### src/rtl/nrpc_pkg.sv
// Shared types, constants and the distance function of the palette color matcher.
package nrpc_pkg;

  // One 6-bit color component.
  typedef logic [5:0] comp_t;

  // Palette entry layout: red in the top bits, then green, then blue.
  typedef struct packed {
    comp_t red;
    comp_t green;
    comp_t blue;
  } palette_entry_t;

  // Largest real distance is 3 * 63 = 189, which fits in 8 bits.
  typedef logic [7:0] dist_t;

  // Best-distance register, wide enough for the start value.
  typedef logic [12:0] best_dist_t;

  localparam best_dist_t START_DISTANCE = 13'h1000;
  localparam logic [7:0] OPAQUE_ALPHA   = 8'hFF;

  // Item kinds on the request channel.
  typedef enum logic {
    FUNC_LOAD  = 1'b0,
    FUNC_PIXEL = 1'b1
  } func_t;

  // Search sequencer states.
  typedef enum logic [1:0] {
    ST_IDLE,
    ST_SEARCH,
    ST_FINISH
  } search_state_t;

  // Start of a pixel request, handed from the top level to the search engine.
  typedef struct packed {
    logic           start;
    logic           opaque;
    palette_entry_t color;
  } pixel_req_t;

  // Sum of absolute component differences between two colors.
  function automatic dist_t color_distance(palette_entry_t a, palette_entry_t b);
    dist_t dr;
    dist_t dg;
    dist_t db;
    dr = (a.red   > b.red)   ? dist_t'(a.red   - b.red)   : dist_t'(b.red   - a.red);
    dg = (a.green > b.green) ? dist_t'(a.green - b.green) : dist_t'(b.green - a.green);
    db = (a.blue  > b.blue)  ? dist_t'(a.blue  - b.blue)  : dist_t'(b.blue  - a.blue);
    return dr + dg + db;
  endfunction

endpackage

### src/rtl/nrpc_palette.sv
// Palette memory: one write port, one registered read port.
module nrpc_palette
  import nrpc_pkg::*;
#(
  parameter int DEPTH = 256,
  parameter int AW    = 8
) (
  input  logic           clk,
  input  logic           wr_en,
  input  logic [AW-1:0]  wr_addr,
  input  palette_entry_t wr_data,
  input  logic [AW-1:0]  rd_addr,
  output palette_entry_t rd_data
);

  palette_entry_t mem [DEPTH];

  // Write a loaded entry.
  always_ff @(posedge clk) begin
    if (wr_en) begin
      mem[wr_addr] <= wr_data;
    end
  end

  // Registered read: rd_data follows rd_addr in the next cycle.
  always_ff @(posedge clk) begin
    rd_data <= mem[rd_addr];
  end

endmodule

### config.mk
export PLATFORM = sky130hd
export DESIGN_NAME = nrpc_palette
export DESIGN_NICKNAME = d
export VERILOG_FILES = /design/src/rtl/nrpc_pkg.sv /design/src/rtl/nrpc_palette.sv
export SDC_FILE = /design/constraint.sdc
export NUM_CORES = 2
export LEC_CHECK = 0
export ABC_CLOCK_PERIOD_IN_PS = 3550
export BUFFER_PORTS_ARGS = -buffer_cell sky130_fd_sc_hd__buf_2
export CORE_ASPECT_RATIO = 0.8
export CORE_MARGIN = 4
export CORE_UTILIZATION = 35
export DETAILED_ROUTE_END_ITERATION = 8
export PLACE_DENSITY = 0.53
export SLEW_MARGIN = 20
export SYNTH_ARGS = -nofsm -noshare
export SYNTH_HDL_FRONTEND = slang
export SYNTH_MEMORY_MAX_BITS = 65536
export SYNTH_SLANG_ARGS = --single-unit
### constraint.sdc
create_clock -name clk -period 3.55 [get_ports clk]
set_input_delay 1.065 -clock clk [delete_from_list [all_inputs] [get_ports clk]]
set_output_delay 1.065 -clock clk [all_outputs]
set_load 0.05 [all_outputs]
* Word level (Yosys, flattened, before mapping) *
Memory sizes are Yosys's and may differ from the RTL's. A register that Yosys moved wholly into a read port is not among the register bits.
Index checks and enable logic that the tools add are counted.
Widths: inputs -> output; s select.

cells by class
  add/sub/neg operators = 0
  eq/ne operators = 0
  shift operators = 0
  reduce and logical (&&, ||, !) cells = 0
  bitwise operators = 0
  divide/modulo/power cells = 0
  $mul = 0
  mux-type cells = 2
  magnitude comparators = 0

operators with widths
  operator  number
  $mux 1    2

word-level totals
  input port bits = 36
  memories = 1
  bits in latches = 0
  bits in writable memories = 4,608
  bits in read-only memories = 0
  word-level logic and storage cells = 3
  output and inout bits = 18
  bits in registers = 0

memory list
  memory  words  bits a word  read ports  clocked after Yosys merged registers in  write ports  RTL line            RTL
  mem     256    18           1           1                                        1            nrpc_palette.sv:16  palette_entry_t mem [DEPTH];

* Logic depth before layout (Yosys ltp) *
  depth in word-level cells = 2
  gate-level depth with buffers = 12
  depth with buffers taken out = 7

* Least setup slack after synthesis *
OpenSTA, ideal clock, no wires.

  kind = in2reg
  start = input wr_addr[3]
  end = memory mem[235][0] (netlist name), enable pin
  library setup time = 393 ps
  stages = 6
  path slack = 233 ps
  required time = 3,157 ps
  buffers on the path = 3
  arrival = 2,924 ps
  cell sequence = clkbuf_1 -> nor2b_1 -> clkbuf_1 -> nand4_1 -> clkbuf_1 -> nor2_1

RTL lines
  what         RTL line            RTL
  from (decl)  nrpc_palette.sv:10  input logic [AW-1:0] wr_addr,
  to (decl)    nrpc_palette.sv:16

No word-level cell before the write port.

==> flow_metrics.env <==
export IMPL_instances_no_fill=16638
export IMPL_via_per_inst=5.581
export IMPL_clk_transition_reported_paths_ns=0.06
export IMPL_dp_hpwl_um=337200
export IMPL_total_switching_power_mw=25.22
export IMPL_worst_r2r_setup_slack_ns=0.76
export IMPL_power_leakage_nw=68.10
export IMPL_area_growth_pct=18.67
export IMPL_sequentialPowerShare_pct=52.7
export IMPL_hold_violations=0
export IMPL_port_buffer_count=53
export IMPL_synth_cell_type_count=41
export IMPL_drv_max_cap_violation_count=0
export IMPL_wire_length_of_the_first_global_routing_pass_um=739300
export IMPL_timing_final_setup_violations=1
export IMPL_cts_max_path_buffers=4
export IMPL_post_drt_wl_per_cell_um=32.09
export IMPL_timing_critical_path_to_type="flip-flop"
export IMPL_final_min_clock_period_ns=3.601
export IMPL_xor_xnor_cell_area_share_of_the_yosys_netlist_pct=0
export IMPL_leading_post_synthesis_cells_by_cell_area="sky130_fd_sc_hd__edfxtp_1, sky130_fd_sc_hd__mux4_2, sky130_fd_sc_hd__mux2i_1, sky130_fd_sc_hd__o221ai_1, sky130_fd_sc_hd__o22ai_1"
export IMPL_cell_breakdown_of_the_critical_path="buf_12 -> buf_12 -> buf_12 -> buf_12 -> mux2i_1 -> o221ai_1 -> o22ai_1 -> nor3_1 -> nor3_1 -> a22o_1 -> nor4_2"
export IMPL_cp_required_ns=4.48
export IMPL_hold_path_end="mem[191][5]"
export IMPL_number_of_top_level_pins=54
export IMPL_end_of_the_worst_register_to_register_path="rd_data[11]"
export IMPL_dr_first_iter_drc_count=11596
export IMPL_cp_common_cell="sky130_fd_sc_hd__buf_12"
export IMPL_gp_congestion=0.8329
export IMPL_synthArstFlopShare_pct=0
export IMPL_first_global_vias=91015
export IMPL_synth_ff_latch_count=4626
export IMPL_worst_path_max_fanout=24
export IMPL_dieArea_um2=520800
export IMPL_ys_flop_type="sky130_fd_sc_hd__edfxtp_1"
export IMPL_internal_power_mw=89.39
export IMPL_clkLatencyLatePin_ns=1.03
export IMPL_gr_overflow_total=0
export IMPL_final_antenna_net_count=0
export IMPL_n_fill_cell=43956
export IMPL_finClkSkew_ns=0.07421
export IMPL_starting_density_of_the_core_pct=35.11
export IMPL_yosys_mux_area_fraction_pct=15.37
export IMPL_syn_area_per_cell_um2=21.52
export IMPL_cts_hold_fix_bufs=0
export IMPL_number_of_max_slew_violations_in_the_final_report=0
export IMPL_number_of_synthesis_warnings=0
export IMPL_number_of_instances_on_the_worst_hold_path=1
export IMPL_adder_cell_fraction_of_synth_area_pct=0
export IMPL_main_combinational_cell_family_by_area_after_synthesis="multiplexers"
export IMPL_cts_resized=0
export IMPL_peakVddDrop_mv=0.4210
export IMPL_layout_nets=9554
export IMPL_compound_cell_area_share_of_the_yosys_netlist_pct=3.406
export IMPL_slowest_delay_ns=0.82
export IMPL_die_x_um=805.8
export IMPL_drt_total_wl_um=533900
export IMPL_post_synth_top_area_fraction_pct=77.64
export IMPL_final_util_pct=41.66
export IMPL_max_slew_worst_pin_slew_ns=1.193
export IMPL_synth_area_um2=178200
export IMPL_cts_sinks=4626
export IMPL_run_status="complete, but fails checks"
export IMPL_design_core_area_um2=507700
export IMPL_critPathBufInv=4
export IMPL_rows=234
export IMPL_simple_gate_share_of_the_synthesized_area_pct=1.658
export IMPL_synth_fp_nets=8317
export IMPL_fin_total_pwr_mw=114.6
export IMPL_grt_use_total_pct=20.04
export IMPL_max_freq_mhz=277.7
export IMPL_synth_edff_count=4608
export IMPL_drtPass1Iterations=6
export IMPL_failed_checks="negative setup slack"
export IMPL_min_from="wr_data[5]"
export IMPL_setup_worst_path_start_class="primary input"
export IMPL_grt_start_max_net_pins=111
export IMPL_yosys_top_cells_count="sky130_fd_sc_hd__edfxtp_1, sky130_fd_sc_hd__mux4_2, sky130_fd_sc_hd__mux2i_1, sky130_fd_sc_hd__o221ai_1, sky130_fd_sc_hd__nor2_1"
export IMPL_period_share_pct=101.4
export IMPL_syn_inst=8281
export IMPL_ys_seq_area_share_pct=77.84
export IMPL_clockRootBuffer="sky130_fd_sc_hd__clkbuf_16"
export IMPL_rr_startpoint="mem[48][11]"
export IMPL_place_ws_ns=-0.9798
export IMPL_crit_path_max_delay_cell_type="sky130_fd_sc_hd__nor3_1"
export IMPL_cts_tree="done"
export IMPL_worst_path_dominant_cell_family="simple AND/OR/NAND/NOR gates"
export IMPL_drt_drc_violations_left=0
export IMPL_crit_type="primary input to flip-flop"
export IMPL_dpl_cell_count=15800
export IMPL_slew_limit_headroom_pct=19.84
export IMPL_timing_final_ws_setup_ns=-0.05139
export IMPL_combinationalPowerShare_pct=6.1
export IMPL_worst_hold_path_type="primary input to flip-flop"
export IMPL_p_clk_share_pct=41.2
export IMPL_numCtsBuffers=442
export IMPL_power_density_nw_per_um2=541.9
export IMPL_worst_r2r_cell_count=6
export IMPL_timing_critical_path_arrival_ns=4.54
export IMPL_antenna_violations_before_repair=47
export IMPL_whs_ns=0.3465
export IMPL_cts_htree_levels=5
export IMPL_post_synthesis_cell_type_with_the_largest_combined_area="sky130_fd_sc_hd__edfxtp_1"
export IMPL_rsz_0062_raised_after_global_routing="no"
export IMPL_setup_fix_bufs_post_cts=0
export IMPL_synthMostInstantiatedCell="sky130_fd_sc_hd__edfxtp_1"
export IMPL_via_count=92859
export IMPL_die_height_um=646.3
export IMPL_layout_drive_gt1_share_pct=30.91
export IMPL_sw_frac_of_total_pct=22.01
-- through the flow --
step | setup TNS (ns) | area, um2
floorplan | 0 | 178200
global placement | -12.64 | 197000
detailed placement | -12.51 | 197000
CTS | 0 | 211400
global route | 0 | 211500
finish | -0.05139 | 211500
-- cell type report --
type	instances	area (um2)	area share (%)
Timing Repair Buffer	1289	12770	6.039
Antenna cell	25	62.56	0.02958
Clock inverter	276	2825	1.336
Tap cell	6726	8416	3.979
Multi-Input combinational cell	3155	37090	17.54
Sequential cell	4626	138700	65.59
Clock buffer	537	11570	5.471
Inverter	4	27.53	0.01301
-- per-layer routing --
layer	wire length (um)	vias up	GRT usage [%]
met4	12920	10	4.598
met5	56	-	0
met2	239200	4269	30.18
li1	-	37765	-
met3	49540	673	4.162
met1	232200	50142	29.94
-- cell usage in the layout (no fill, tap or decap), drive strengths merged, types with 51 or more instances in the layout --
cell type,Yosys,layout
clkinv,1,210
nor3,159,159
edfxtp,4608,4608
a22oi,51,51
buf,268,1288
nand2,81,81
a21oi,190,190
o221ai,318,318
nor2,290,290
mux4,864,864
clkbuf,228,538
o22ai,238,238
mux2i,792,792
-- logic make-up (layout without fill, tap and decap cells) --
kind of cell | count (synthesis) | count (layout)
simple gates | 637 | 637
other cells | 0 | 25
flops | 4626 | 4626
compound gates | 862 | 862
mux | 1656 | 1656
buf+inv | 500 | 2106
-- power groups by stage --
stage	clock network, mW	logic, mW	registers (mW)
2_1_floorplan	0	3.00	61.5
3_3_place_gp	0	6.89	61.6
3_5_place_dp	0	6.97	61.6
4_1_cts	48.2	6.99	60.4
5_1_grt	50.5	7.28	60.4
6_report	47.2	6.97	60.4
-- registers in the layout, indices dropped and copies added, names as in the netlist --
name	cells
mem	4608
rd_data	18
-- how the worst max path moves through the flow --
stage                     from  slack, ns  depth (start not counted)           to
global placement    rd_addr[0]      -1.02                         11  rd_data[14]
detailed placement  rd_addr[0]      -0.98                         11  rd_data[14]
global route        rd_addr[0]       0.01                         11  rd_data[14]
CTS                 rd_data[3]       0.12                          1   rd_data[3]
finish              rd_addr[0]      -0.05                         11  rd_data[14]
floorplan           wr_addr[3]       0.23                          6  mem[235][0]
No activity file was read; power rests on OpenSTA's default activity.
