## config.mk

```make
export PLATFORM = sky130hd
export DESIGN_NAME = nrpc_search_flat
export DESIGN_NICKNAME = d
export VERILOG_FILES = /design/src/rtl/nrpc_pkg.sv /design/src/rtl/nrpc_rsp_if.sv /design/src/rtl/nrpc_search.sv /design/src/flat_wrapper.sv
export SDC_FILE = /design/constraint.sdc
export NUM_CORES = 1
export LEC_CHECK = 0
export ABC_AREA = 1
export BUFFER_PORTS_ARGS = -buffer_cell sky130_fd_sc_hd__buf_2
export CORE_MARGIN = 3
export CORE_UTILIZATION = 33
export DETAILED_ROUTE_END_ITERATION = 6
export PLACE_DENSITY = 0.58
export SLEW_MARGIN = 15
export SYNTH_ARGS = -nofsm -noshare
export SYNTH_HDL_FRONTEND = slang
export SYNTH_SLANG_ARGS = --single-unit
```

## constraint.sdc

```tcl
create_clock -name clk -period 4.92 [get_ports clk]
set_input_delay 0.738 -clock clk [delete_from_list [all_inputs] [get_ports clk]]
set_output_delay 0.738 -clock clk [all_outputs]
set_load 0.03 [all_outputs]
```

## src/rtl/nrpc_pkg.sv

```systemverilog
// Shared types, constants and the distance function of the palette color matcher.
package nrpc_pkg;

  // One 6-bit color component.
  typedef logic [5:0] comp_t;

  // Palette entry layout: red in the top bits, then green, then blue.
  typedef struct packed {
    comp_t red;
    comp_t green;
    comp_t blue;
  } palette_entry_t;

  // Largest real distance is 3 * 63 = 189, which fits in 8 bits.
  typedef logic [7:0] dist_t;

  // Best-distance register, wide enough for the start value.
  typedef logic [12:0] best_dist_t;

  localparam best_dist_t START_DISTANCE = 13'h1000;
  localparam logic [7:0] OPAQUE_ALPHA   = 8'hFF;

  // Item kinds on the request channel.
  typedef enum logic {
    FUNC_LOAD  = 1'b0,
    FUNC_PIXEL = 1'b1
  } func_t;

  // Search sequencer states.
  typedef enum logic [1:0] {
    ST_IDLE,
    ST_SEARCH,
    ST_FINISH
  } search_state_t;

  // Start of a pixel request, handed from the top level to the search engine.
  typedef struct packed {
    logic           start;
    logic           opaque;
    palette_entry_t color;
  } pixel_req_t;

  // Sum of absolute component differences between two colors.
  function automatic dist_t color_distance(palette_entry_t a, palette_entry_t b);
    dist_t dr;
    dist_t dg;
    dist_t db;
    dr = (a.red   > b.red)   ? dist_t'(a.red   - b.red)   : dist_t'(b.red   - a.red);
    dg = (a.green > b.green) ? dist_t'(a.green - b.green) : dist_t'(b.green - a.green);
    db = (a.blue  > b.blue)  ? dist_t'(a.blue  - b.blue)  : dist_t'(b.blue  - a.blue);
    return dr + dg + db;
  endfunction

endpackage

```

## src/rtl/nrpc_rsp_if.sv

```systemverilog
// Result channel: one palette index per pixel request.
interface nrpc_rsp_if;
  logic       valid;
  logic       ready;
  logic [7:0] color_index;

  modport source (
    output valid, color_index,
    input  ready
  );

  modport sink (
    input  valid, color_index,
    output ready
  );
endinterface

```

## src/rtl/nrpc_search.sv

```systemverilog
// Search engine: walks the palette one entry per cycle and keeps the nearest match.
module nrpc_search
  import nrpc_pkg::*;
#(
  parameter int ENTRIES = 256,
  parameter int AW      = 8
) (
  input  logic           clk,
  input  logic           rst,
  input  pixel_req_t     req,
  output logic           idle,
  output logic [AW-1:0]  rd_addr,
  input  palette_entry_t rd_data,
  nrpc_rsp_if.source     result
);

  localparam logic [AW-1:0] LAST_ADDR  = AW'(ENTRIES - 1);
  localparam logic [AW-1:0] FIRST_ADDR = AW'(1);

  search_state_t  state;
  search_state_t  state_next;
  logic           issue_active;
  logic [AW-1:0]  issue_addr;
  logic           eval_valid;
  logic [AW-1:0]  eval_idx;
  logic [AW-1:0]  best_idx;
  best_dist_t     best_dist;
  palette_entry_t pix;
  logic           res_valid;
  logic [7:0]     res_index;

  dist_t cand_dist;
  logic  hit;
  logic  eval_last;
  logic  better;
  logic  slot_free;
  logic  res_load;

  // Distance of the entry read in the previous cycle.
  assign cand_dist = color_distance(pix, rd_data);
  assign hit       = eval_valid && (cand_dist == '0);
  assign eval_last = eval_valid && (eval_idx == LAST_ADDR);
  assign better    = eval_valid && (best_dist_t'(cand_dist) < best_dist);
  assign slot_free = !res_valid || result.ready;
  assign rd_addr   = issue_addr;

  // Next state.
  always_comb begin
    state_next = state;
    unique case (state)
      ST_IDLE: begin
        if (req.start) begin
          state_next = req.opaque ? ST_SEARCH : ST_FINISH;
        end
      end
      ST_SEARCH: begin
        if (hit || eval_last) begin
          state_next = ST_FINISH;
        end
      end
      ST_FINISH: begin
        if (slot_free) begin
          state_next = ST_IDLE;
        end
      end
      default: state_next = ST_IDLE;
    endcase
  end

  // Sequencer outputs.
  always_comb begin
    idle     = (state == ST_IDLE);
    res_load = (state == ST_FINISH) && slot_free;
  end

  // Control registers.
  always_ff @(posedge clk) begin
    if (rst) begin
      state        <= ST_IDLE;
      issue_active <= 1'b0;
      eval_valid   <= 1'b0;
      res_valid    <= 1'b0;
    end else begin
      state <= state_next;
      if (state == ST_IDLE) begin
        issue_active <= req.start && req.opaque;
        eval_valid   <= 1'b0;
      end else if (state == ST_SEARCH) begin
        if (hit || (issue_active && issue_addr == LAST_ADDR)) begin
          issue_active <= 1'b0;
        end
        eval_valid <= issue_active && !hit;
      end else begin
        issue_active <= 1'b0;
        eval_valid   <= 1'b0;
      end
      if (res_load) begin
        res_valid <= 1'b1;
      end else if (result.ready) begin
        res_valid <= 1'b0;
      end
    end
  end

  // Search datapath: read address, candidate tracking and result register.
  always_ff @(posedge clk) begin
    if (state == ST_IDLE && req.start) begin
      pix        <= req.color;
      issue_addr <= FIRST_ADDR;
      best_dist  <= START_DISTANCE;
      best_idx   <= req.opaque ? LAST_ADDR : '0;
    end else if (state == ST_SEARCH) begin
      if (issue_active) begin
        eval_idx   <= issue_addr;
        issue_addr <= issue_addr + FIRST_ADDR;
      end
      if (hit) begin
        best_idx <= eval_idx;
      end else if (better) begin
        best_idx  <= eval_idx;
        best_dist <= best_dist_t'(cand_dist);
      end
    end
    if (res_load) begin
      res_index <= 8'(best_idx);
    end
  end

  assign result.valid       = res_valid;
  assign result.color_index = res_index;

`ifndef SYNTHESIS
  // An evaluation is only ever pending during a search.
  a_eval_in_search: assert property (@(posedge clk) disable iff (rst)
    eval_valid |-> (state == ST_SEARCH))
    else $error("palette read evaluated outside a search");

  // No palette reads are issued once the engine is idle.
  a_no_issue_idle: assert property (@(posedge clk) disable iff (rst)
    (state == ST_IDLE) |-> !issue_active)
    else $error("read issue active while idle");

  // An exact match ends the search in the next cycle.
  a_hit_ends: assert property (@(posedge clk) disable iff (rst)
    (state == ST_SEARCH && hit) |=> (state == ST_FINISH))
    else $error("exact match did not end the search");

  // Finishing with a free result slot presents a result.
  a_finish_loads: assert property (@(posedge clk) disable iff (rst)
    (state == ST_FINISH && slot_free) |=> (res_valid && state == ST_IDLE))
    else $error("finished search did not produce a result");

  // A fresh request never arrives while the engine is busy.
  a_start_idle: assert property (@(posedge clk) disable iff (rst)
    req.start |-> (state == ST_IDLE))
    else $error("request started while busy");
`endif

endmodule

```

## src/flat_wrapper.sv

```systemverilog
// flat-port wrapper written by rule: the top's interface ports become plain ports
module nrpc_search_flat import nrpc_pkg::*;
#(
  parameter int ENTRIES = 256,
  parameter int AW      = 8
)
  (clk, rst, req, idle, rd_addr, rd_data, result_valid, result_color_index, result_ready);
  nrpc_rsp_if result_i ();
  input  logic clk;
  input  logic rst;
  input  pixel_req_t req;
  output logic idle;
  output logic [AW-1:0] rd_addr;
  input  palette_entry_t rd_data;
  output wire logic [$bits(result_i.valid)-1:0] result_valid;
  output wire logic [$bits(result_i.color_index)-1:0] result_color_index;
  input wire logic [$bits(result_i.ready)-1:0] result_ready;
  assign result_valid = result_i.valid;
  assign result_color_index = result_i.color_index;
  assign result_i.ready = result_ready;
  nrpc_search #(.ENTRIES(ENTRIES), .AW(AW)) u_core (.clk(clk), .rst(rst), .req(req), .idle(idle), .rd_addr(rd_addr), .rd_data(rd_data), .result(result_i));
endmodule
```

Word-level counts from Yosys, hierarchy flattened
Cells that the tools add are included.
{ "op_classes": {"n_reduce_logical": 24, "magnitude_cmp": 4, "bitwise": 3, "eq_ne": 8, "mux": 18, "n_addsub": 9} }
{ "ops": {"columns": ["operator", "n"], "rows": [
  ["$mux W8", 8],
  ["$sub A6 B6 Y7", 6],
  ["$gt A6 B6 Y1", 3],
  ["$add A8 B8 Y8", 2],
  ["$eq A8 B8 Y1 const B", 2],
  ["$lt A8 B13 Y1", 1],
  ["$reduce_and A3 Y1", 3],
  ["$add A8 B1 Y8 const B", 1],
  ["$logic_and A1 B1 Y1", 8],
  ["$logic_not A8 Y1", 1],
  ["$mux W2", 4],
  ["$pmux W2 S3", 1],
  ["$mux W1", 5],
  ["$ne A2 B1 Y1 const B", 2],
  ["$reduce_and A2 Y1", 2],
  ["$reduce_bool A2 Y1", 2],
  ["$logic_or A1 B1 Y1", 3],
  ["$ne A3 B3 Y1 const B", 1],
  ["$not A1 Y1", 3],
  ["$reduce_bool A3 Y1", 1],
  ["$reduce_or A3 Y1", 1],
  ["$eq A2 B1 Y1 const B", 1],
  ["$eq A2 B2 Y1 const B", 1],
  ["$logic_not A1 Y1", 2],
  ["other kinds (2)", 2]
]} }
{ "word_totals": {"register_bits": 64, "input_bits": 41, "elab_cells": 78, "out_inout_bits": 18} }

Longest topological paths before layout
Gate-level depths: netlist (run 1).
{ "logic_depth": {"word_depth": 10, "depth_mapped": 38, "ltp_nobuf": 36} }

Least setup slack after synthesis (run 1)
Ideal clock, no wire load.
{ "synth_path": {"path_type": "input to register", "startpoint": "input rd_data[2] in the netlist's numbering", "endpoint": "register u_core.best_idx[0] (enable)", "required_ns": 4.545, "path_stages": 25, "path_slack_ns": -0.368, "path_buffers": 0, "t_arrival_ns": 4.912, "setup_time_ns": 0.375, "cell_sequence": "inv_1 ha_1 a21oi_1 o21ai_0 a21oi_1 nand2_1 a21o_1 nand2_2 mux2_2 fa_1 ha_1 fa_1 xor2_1 ha_1 nand2_1 inv_1 o21ai_0 nand3_1 nand2_1 nand3_1 nand2_1 nand2_1 nand2_2 a21oi_1 a21oi_1"} }
{ "synth_between": {"elab_chain_len": 7, "elab_cells_between_ends": 11, "cone_classes": "3 x add/sub; 2 x order compare; 1 x mux; 5 x reduce/logical"} }
{ "synth_rtl": {"columns": ["element", "line", "rtl"], "rows": [
  ["start: declaration", "flat_wrapper.sv:14", "input palette_entry_t rd_data;"],
  ["$sub A6 B6 Y7 or $gt A6 B6 Y1 (tied branches)", "nrpc_pkg.sv:50", "db = (a.blue > b.blue) ? dist_t'(a.blue - b.blue) : dist_t'(b.blue - a.blue);"],
  ["$mux W8 (*)", "nrpc_pkg.sv:50", null],
  ["$add A8 B8 Y8 (*)", "nrpc_pkg.sv:51", "return dr + dg + db;"],
  ["named net u_core.cand_dist[3]", "nrpc_search.sv:32", "dist_t cand_dist;"],
  ["$lt A8 B13 Y1 or $logic_not A8 Y1 (tied branches)", "nrpc_search.sv:43, nrpc_search.sv:41", null],
  ["$logic_and A1 B1 Y1 (on tied branches)", "nrpc_search.sv:43, nrpc_search.sv:41", null],
  ["$reduce_bool A3 Y1 (no line) (*)", null, null],
  ["$reduce_and A2 Y1 (no line) (*)", null, null],
  ["end signal: assignment", "nrpc_search.sv:111", "best_idx <= req.opaque ? LAST_ADDR : '0;"],
  ["end signal: assignment", "nrpc_search.sv:118", "best_idx <= eval_idx;"],
  ["end signal: assignment", "nrpc_search.sv:120", "best_idx <= eval_idx;"],
  ["end: declaration", "nrpc_search.sv:26", "logic [AW-1:0] best_idx;"]
]} }
Mark *: on every way through the listed nets, which the timed path passes. The rest lies on a longest branch.
A chain may end at the register's enable or synchronous reset.

Worst setup path in the final report (run 1)
{ "layout_path": {"startpoint": "input rd_data[7] in the netlist's numbering", "endpoint": "register u_core.best_idx[2] (enable)"} }
{ "layout_between": {"elab_chain_len": 8, "elab_cells_between_ends": 12, "cone_classes": "4 x add/sub; 2 x order compare; 1 x mux; 5 x reduce/logical"} }
{ "layout_rtl": {"columns": ["element", "line", "rtl"], "rows": [
  ["$sub A6 B6 Y7 or $gt A6 B6 Y1 (tied branches)", "nrpc_pkg.sv:49", "dg = (a.green > b.green) ? dist_t'(a.green - b.green) : dist_t'(b.green - a.green);"],
  ["$mux W8 (*)", "nrpc_pkg.sv:49", null],
  ["$add A8 B8 Y8 (*) (2 in a row)", "nrpc_pkg.sv:51", null],
  ["named net u_core.cand_dist[4]", "nrpc_search.sv:32", null],
  ["$lt A8 B13 Y1 or $logic_not A8 Y1 (tied branches)", "nrpc_search.sv:43, nrpc_search.sv:41", null],
  ["$logic_and A1 B1 Y1 (on tied branches)", "nrpc_search.sv:43, nrpc_search.sv:41", null],
  ["$reduce_bool A3 Y1 (no line) (*)", null, null],
  ["$reduce_and A2 Y1 (no line) (*)", null, null]
]} }
Marks and branches as above.

==> results of run 1 <==
[placed cells by master (no fill, tap or decap), drive strengths merged, types with 2 or more instances in the layout]
master / synthesis / layout
a21oi: 36 / 36
o211ai: 7 / 7
fa: 14 / 14
nor2: 35 / 35
buf: 8 / 132
clkbuf: 4 / 11
inv: 115 / 116
nand3: 28 / 28
dfxtp: 22 / 22
clkinv: 0 / 2
a211oi: 2 / 2
o221ai: 2 / 2
xor2: 15 / 15
ha: 50 / 50
o41ai: 2 / 2
o2111ai: 2 / 2
o21ai: 21 / 21
nand2: 108 / 108
mux2: 5 / 5
nand4: 12 / 12
nor3: 4 / 4
a21o: 2 / 2
edfxtp: 42 / 42
xnor2: 4 / 4
[cell families (layout without fill, tap and decap cells)]
kind of cell,count (synthesis),count (layout),synth area share (%)
and+or+nand+nor,191,191,17.9
buffers and inverters,127,263,10.8
AOI/OAI and AO/OA,78,78,9.85
adders and majority gates,64,64,19.6
DFF,64,64,36.8
xor gates and xnor gates,19,19,3.76
muxes,5,5,1.22
[path summary, 6_finish.rpt]
kind,startpoint,to,slack (ps),cells past startpoint
max,rd_data[7],u_core.best_idx[2]$_DFFE_PP_,270,33
min,u_core.best_idx[2]$_DFFE_PP_,u_core.result.color_index[2]$_DFFE_PP_,420,0
max reg2reg,u_core.pix[13]$_DFFE_PP_,u_core.best_idx[2]$_DFFE_PP_,330,26
min reg2reg,u_core.best_idx[2]$_DFFE_PP_,u_core.result.color_index[2]$_DFFE_PP_,420,0
[area by class of cell]
type,count,area share [%]
clock buffers,11,4.10
clock inverters,5,0.868
inverters,115,7.01
multi-input cells,357,43.3
flip-flops and latches,64,27.5
well taps,176,3.55
repair buffers,132,13.7
[metrics by stage]
stage,hold WS [ps],util (%),area [µm²],std cells
global route,437,46.1,6200,860
detailed placement,405,42.1,5670,842
CTS,418,44.4,5970,858
finish,419,46.1,6200,860
floorplan,400,-,4690,548
global placement,411,42.1,5670,842
[repair_timing]
action,CTS,global route
setup endpoints to repair,0,17
gates resized for setup,0,44
buffers inserted,0,2
endpoints found under the hold margin,0,0
[layer usage]
metal	up-vias	wire length, µm	GRT usage (%)	part of all wire (%)
li1	2033	-	-	-
met1	1823	4800	17.4	47
met2	43	4960	22.5	49
met3	15	222	2.27	2.2
met4	0	212	5.22	2.1
met5	-	0	0	0
[registers in the layout (all words and copies together) (netlist names)]
name	count
u_core.issue_active	1
u_core.eval_idx	8
u_core.pix	18
u_core.best_idx	8
u_core.state	2
u_core.rd_addr	8
u_core.best_dist	9
u_core.eval_valid	1
u_core.result.valid	1
u_core.result.color_index	8
[where the power goes]
part | switching (µW) | total [µW] | internal [µW]
Combinational | 916 | 1750 | 829
Sequential | 15.0 | 622 | 607
Clock | 234 | 655 | 421
==> summary.md, run 1 <==
| Metric | Value |
|---|---|
| Hpwl dp | 8040 µm |
| H-tree Lvls | 3 |
| Status | finished, final reports clean |
| Core region area | 13500 µm² |
| CP endpoint kind | flop |
| Power per cell area | 488 nW/µm² |
| Crit path DAT | 4670 ps |
| Antenna viol nets, final | 0 |
| Worst slack at placement | -251 ps |
| Synthesized cell area | 4620 µm² |
| Die area | 15500 µm² |
| I/O pin cnt | 59 |
| CTS root buffer | clkbuf_16 |
| Die Span X | 124 µm |
| DRT iter0 DRCs | 107 |
| Slew HR | 57.8% |
| Least-Margin Pin Slew | 632 ps |
| Drt pass-1 iters | 4 |
| Post-layout min period | 4650 ps |
| Critical Path RT | 4930 ps |
| Vias in the first global route | 3924 |
| Mapped Avg Cell Area | 8.43 µm² |
| Port Buf Inserts | 58 |
| Fillers | 1314 |
| Clock tree buffer depth | 2 |
| CP Buf/Inv Count | 6 |
| Ant diodes | 0 |
| MaxCap Viol Count | 0 |
| P_leak | 0.00303 µW |
| Setup violators final | 0 |
| Post-synthesis async set-or-reset flop share | 0% |
| Synth cell types | 40 |
| Die H | 124 µm |
| First-pass GRT wire length | 17500 µm |
| Final TNS setup | 0 ps |
| Mapped Cells | 548 |
| Multi-input logic area | 2680 µm² |
| Clock latency on the worst-skew pair | 330 ps |
| Clk sinks | 64 |
| Pin count of the biggest net entering global routing | 28 |
| Crit-path max FO | 8 |
| Clock edge transition at the registers on the reported setup and hold paths | 50 ps |
| Highest achievable clock rate | 0.215 GHz |
| Share of the synthesized area in the top cell type | 27.3% |
| Dominant cells by area after synthesis | edfxtp_1 (27%), ha_1 (14%), dfxtp_1 (9.5%) |
| Kind of critical path | input pin to flop |
| DR DRC count | 0 |
| Most frequent cell after synthesis | inv_1 |
| Final worst slack | 265 ps |
| Yosys warning count | 0 |
| Gr usage total | 13.5% |
| Area delta synth->final | 34.1% |
| Row Count | 42 |
| Final clock skew | 7.67 ps |
| Hold-fix buffers at CTS | 0 |
| Slew Viols, Final | 0 |
| CTS buffer count | 9 |
| Top cells by count, synth | inv_1 (113), nand2_1 (105), ha_1 (50) |
| Worst min path class | flop to flop |
| Slowest stage delay, CP | 500 ps |
| Ys flop type | edfxtp_1 |
| WL/cell | 11.9 µm |
| Routability Congestion | 0.846 |
| CTS tree | built |
| Design Power | 3020 µW |
| Vias per cell | 4.55 |
| Register area share after synthesis | 36.8% |
| CP max stage cell | fa_1 |
| FF+latch area | 1700 µm² |
| Vias | 3914 |
| Nets | 784 |
| Initial antenna violation count | 0 |
| Starting density of the core | 34.4% |
| Critical path launch point type | input pin |
| VDD IR max | 0.323 mV |
| Synth area leader | edfxtp_1 |
| Delay-heaviest family, CP | adder cells |
| CP most frequent cell | nand2_1 |
| Post-Syn Nets | 653 |
| Final Hold Vio Count | 0 |
| Overflow after GRT | 0 |
| Post-Route WL | 10200 µm |
| Number of synthesized register bits | 64 |
| Final Cycle Share | 94.6% |
| EDFF count, synth | 42 |
| Ratio of cells with drive above 1 in the final layout | 30.1% |
Power figures use the tool's default switching activity.
==> inputs of run 2 (changes only) <==
Settings changed: PLACE_DENSITY 0.58 to not set.
Clock period 4.92 ns to 4.7 ns, I/O delays scaled along.
==> summary.md, run 2 (synthesis gave the netlist of run 1 again) <==
| Metric | Value |
|---|---|
| Switch share | 39.0% |
| Post-Route WL | 11500 µm |
| Vias in the first global route | 4238 |
| Slew Viols, Final | 0 |
| Final Cycle Share | 100% |
| Finished Layout Cells | 884 |
| CTS buffer count | 9 |
| Power per cell area | 522 nW/µm² |
| Clock tree buffer depth | 2 |
| CP endpoint kind | flop |
| CP most frequent cell | nand2_1 |
| DR DRC count | 0 |
| MaxCap Viol Count | 0 |
| Commonest cells after routing, fill and taps aside | inv_1 (99), buf_4 (95), nand2_1 (87) |
| Overflow after GRT | 0 |
| CP max stage cell | fa_1 |
| Failing checks | negative setup slack |
| P_leak | 0.00318 µW |
| Status | complete, but fails checks |
| Vias | 4104 |
| Nets | 809 |
| CTS root buffer | clkbuf_16 |
| Biggest register | u_core.pix |
| Worst min path class | flop to flop |
| Commonest non-fill, non-tap cell in the layout | inv_1 |
| VDD IR max | 0.308 mV |
| I/O pin cnt | 59 |
| P_int | 2120 µW |
| Die H | 124 µm |
| Finished layout cell area | 6660 µm² |
| Critical path launch point type | input pin |
| WL/cell | 13.0 µm |
| Least-Margin Pin Slew | 685 ps |
| Placed Cells | 854 |
| Clk sinks | 64 |
| Clock edge transition at the registers on the reported setup and hold paths | 50 ps |
| Pin count of the biggest net entering global routing | 28 |
| Drt pass-1 iters | 4 |
| Crit-path max FO | 8 |
| Clock Power Share | 20.4% |
| Port Buf Inserts | 58 |
| Post-layout min period | 4710 ps |
| Die Span X | 124 µm |
| Final clock skew | 10.1 ps |
| Hpwl dp | 8310 µm |
| Final worst slack | -14.5 ps |
| Largest registers | u_core.pix: 18 flops, u_core.best_dist: 9 flops |
| Hold-fix buffers at CTS | 0 |
| Final TNS setup | -114 ps |
| Routability Congestion | 0.911 |
| CTS tree | built |
| Ant diodes | 0 |
| Vias per cell | 4.64 |
| Sw power | 1360 µW |
| Row Count | 42 |
| H-tree Lvls | 3 |
| Area delta synth->final | 44.1% |
| Die area | 15500 µm² |
| Starting density of the core | 34.4% |
| Flop pwr share | 18.8% |
| Final Hold Vio Count | 0 |
| Antenna viol nets, final | 0 |
| Ratio of cells with drive above 1 in the final layout | 37.7% |
| Fin util | 49.5% |
| Gr usage total | 14.3% |
| Combinational share of power | 60.8% |
| Area after DPL | 5810 µm² |
| Max reg flops | 18 |
| First-pass GRT wire length | 18600 µm |
| Slowest stage delay, CP | 530 ps |
| RSZ-0062 raised after global routing | true |
| Kind of critical path | input pin to flop |
| Core region area | 13500 µm² |
| Crit path DAT | 4720 ps |
| DRT iter0 DRCs | 148 |
| Critical Path RT | 4710 ps |
| Initial antenna violation count | 0 |
| Clock latency on the worst-skew pair | 330 ps |
| Highest achievable clock rate | 0.212 GHz |
| Setup violators final | 8 |
| Slew HR | 54.3% |
==> run 2: cell count changes in the layout (fill, tap and decap cells not counted), sizes merged <==
cell and change:
bufinv +1, buf +23, clkbuf -2, o41ai +1
nand3 +1
==> run 2: path summary, 6_finish.rpt <==
check / endpoint / slack (ps) / startpoint / depth (start not counted)
max: u_core.best_idx[5]$_DFFE_PP_ / -10 / rd_data[10] / 29
min: u_core.result.color_index[5]$_DFFE_PP_ / 420 / u_core.best_idx[5]$_DFFE_PP_ / 0
max reg2reg: u_core.best_idx[5]$_DFFE_PP_ / 60 / u_core.pix[2]$_DFFE_PP_ / 24
min reg2reg: u_core.result.color_index[5]$_DFFE_PP_ / 420 / u_core.best_idx[5]$_DFFE_PP_ / 0
==> run 2: metrics by stage <==
stage / power [µW] / setup slack [ps] / hold WS (ps)
final: 3480 / -14.5 / 416
after global routing: 3760 / -228 / 430
after CTS: 3220 / 2.40 / 417
after detailed placement: 2410 / -485 / 405
after global placement: 2380 / -435 / 409
after floorplan: 1790 / -139 / 400
==> run 2: power by group through the flow <==
stage	combinational (µW)	sequential [µW]	clock (µW)
after CTS	1840	650	726
after floorplan	1120	669	0
final	2120	653	710
after detailed placement	1750	661	0
after global placement	1720	659	0
after global routing	2350	656	751
==> run 2: area by class of cell <==
type | instances | area, µm²
fill | 1264 | 6790
clock buffer | 9 | 225
multi-input combinational | 359 | 2940
tap | 176 | 220
clock inverter | 6 | 83.8
timing repair buffer | 155 | 1050
sequential | 64 | 1700
inverter | 115 | 442
==> run 2: layer usage <==
metal | track usage, % | vias to the layer above | wire length (µm)
li1 | - | 2092 | -
met5 | 0 | - | 0
met3 | 2.32 | 9 | 314
met4 | 4.51 | 0 | 127
met2 | 24.8 | 72 | 5850
met1 | 18.0 | 1931 | 5190
==> run 2: critical path, delay by kind of cell <==
family / cells / cell delay (ps)
adder cells (fa/ha/maj): 4 / 1280
AND/OR/NAND/NOR: 11 / 910
buffers and inverters: 8 / 760
AO/OA/AOI/OAI: 5 / 700
multiplexers: 1 / 350
==> run 2: what timing repair did <==
action,CTS,global route
gates cloned,1,1
pin swaps,17,49
gates resized for setup,16,73
setup buffers,7,6
setup endpoints to repair,16,20
==> inputs of run 3 (changes only) <==
Settings changed: CORE_MARGIN 3 to 2.
==> summary.md, run 3 (synthesis gave the netlist of run 1 again) <==
| Metric | Value |
|---|---|
| CP max stage cell | fa_1 |
| Gr usage total | 15.8% |
| Die area | 15000 µm² |
| Routability Congestion | 0.846 |
| Clock tree buffer depth | 2 |
| CP Buf/Inv Count | 4 |
| Crit-path max FO | 8 |
| Slowest stage delay, CP | 500 ps |
| Ant diodes | 0 |
| Hold-fix buffers at CTS | 0 |
| Port Buf Inserts | 58 |
| Critical Path RT | 4710 ps |
| Critical path launch point type | input pin |
| Clk sinks | 64 |
| Vias in the first global route | 4196 |
| Highest achievable clock rate | 0.209 GHz |
| Failing checks | negative setup slack |
| Finished layout cell area | 6590 µm² |
| Nets | 818 |
| Initial antenna violation count | 0 |
| Commonest non-fill, non-tap cell in the layout | buf_4 |
| First-pass GRT wire length | 18800 µm |
| Area after DPL | 5890 µm² |
| Antenna viol nets, final | 0 |
| Setup violators final | 8 |
| Core region area | 13800 µm² |
| Hpwl dp | 8290 µm |
| Fin util | 47.8% |
| Vias | 4049 |
| Area delta synth->final | 42.6% |
| CTS root buffer | clkbuf_16 |
| Clock edge transition at the registers on the reported setup and hold paths | 50 ps |
| CP endpoint kind | flop |
| DRT iter0 DRCs | 213 |
| Drt pass-1 iters | 6 |
| Final Cycle Share | 102% |
| Kind of critical path | input pin to flop |
| Crit path DAT | 4800 ps |
| Ratio of cells with drive above 1 in the final layout | 36.4% |
| Starting density of the core | 33.6% |
| Worst min path class | flop to flop |
| RSZ-0062 raised after global routing | true |
| DR DRC count | 0 |
| Final worst slack | -84.2 ps |
| Post-layout min period | 4780 ps |
| WL/cell | 12.3 µm |
| Max reg flops | 18 |
| Pin count of the biggest net entering global routing | 28 |
| H-tree Lvls | 3 |
| Status | complete, but fails checks |
| Largest registers | u_core.pix: 18 flops, u_core.best_dist: 9 flops |
| Slew HR | 55.6% |
| P_leak | 0.00320 µW |
| Commonest cells after routing, fill and taps aside | buf_4 (103), inv_1 (102), nand2_1 (94) |
| Least-Margin Pin Slew | 666 ps |
| VDD IR max | 0.350 mV |
| Die Span X | 122 µm |
| Delay-heaviest family, CP | adder cells |
| CTS buffer count | 9 |
| I/O pin cnt | 59 |
| Vias per cell | 4.51 |
| Die H | 122 µm |
| Final Hold Vio Count | 0 |
| Fillers | 1324 |
| CTS tree | built |
| Overflow after GRT | 0 |
| Power per cell area | 518 nW/µm² |
| Post-Route WL | 11100 µm |
| Clock latency on the worst-skew pair | 330 ps |
| MaxCap Viol Count | 0 |
| Row Count | 43 |
| Final clock skew | 8.07 ps |
| Final TNS setup | -637 ps |
| Biggest register | u_core.pix |
| Slew Viols, Final | 0 |
==> run 3: worst register-to-register path: cells and delay by family, from the launching register on <==
kind | cells | cell delay, ps
compound gates | 6 | 900
simple gates | 9 | 660
buf+inv | 2 | 250
fa+ha+maj | 5 | 1710
mux | 1 | 300
xor+xnor | 1 | 190
flops | 1 | 430
==> run 3: path summary, 6_finish.rpt <==
| path | slack [ps] | start | to | cells past startpoint |
|---|---|---|---|---|
| setup reg to reg | -70 | u_core.pix[2]$_DFFE_PP_ | u_core.best_idx[2]$_DFFE_PP_ | 24 |
| setup / recovery | -80 | rd_data[1] | u_core.best_idx[2]$_DFFE_PP_ | 26 |
| hold / removal | 420 | u_core.best_idx[2]$_DFFE_PP_ | u_core.result.color_index[2]$_DFFE_PP_ | 0 |
| hold reg to reg | 420 | u_core.best_idx[2]$_DFFE_PP_ | u_core.result.color_index[2]$_DFFE_PP_ | 0 |
==> run 3: power breakdown <==
part | switching, µW | internal (µW) | total (µW)
Clock | 257 | 373 | 630
Combinational | 1080 | 1050 | 2130
Sequential | 16.6 | 635 | 652
==> run 3: metrics by stage <==
step	total power, µW	hold slack, ps	setup WS (ps)	cells
5_1_grt	3740	423	-330	898
2_1_floorplan	1790	400	-139	548
4_1_cts	3230	421	5.59	890
3_5_place_dp	2470	405	-550	868
3_3_place_gp	2430	405	-448	868
6_report	3410	421	-84.2	898
==> run 3: what timing repair did <==
item / CTS / global route
gates resized for setup: 18 / 41
cloned: 1 / 1
pin swaps: 13 / 41
buffers inserted: 5 / 7
setup endpoints to repair: 17 / 20
==> run 3: cell type report <==
| class | count | area, µm² | share of cell area [%] |
|---|---|---|---|
| multi-input combinational | 359 | 2840 | 43.0 |
| sequential | 64 | 1700 | 25.8 |
| timing repair buffer | 164 | 1100 | 16.7 |
| tap | 180 | 225 | 3.42 |
| clock inverter | 6 | 42.5 | 0.646 |
| clock buffer | 10 | 239 | 3.63 |
| inverter | 115 | 442 | 6.70 |
==> run 3: metal layers <==
layer	vias up	share of wire [%]	global-route usage [%]	routed length, µm
met5	-	0	0	0
met4	0	2.4	7.26	267
met3	18	3.1	2.42	346
met2	61	50	27.5	5570
met1	1855	44	19.1	4910
li1	2115	-	-	-
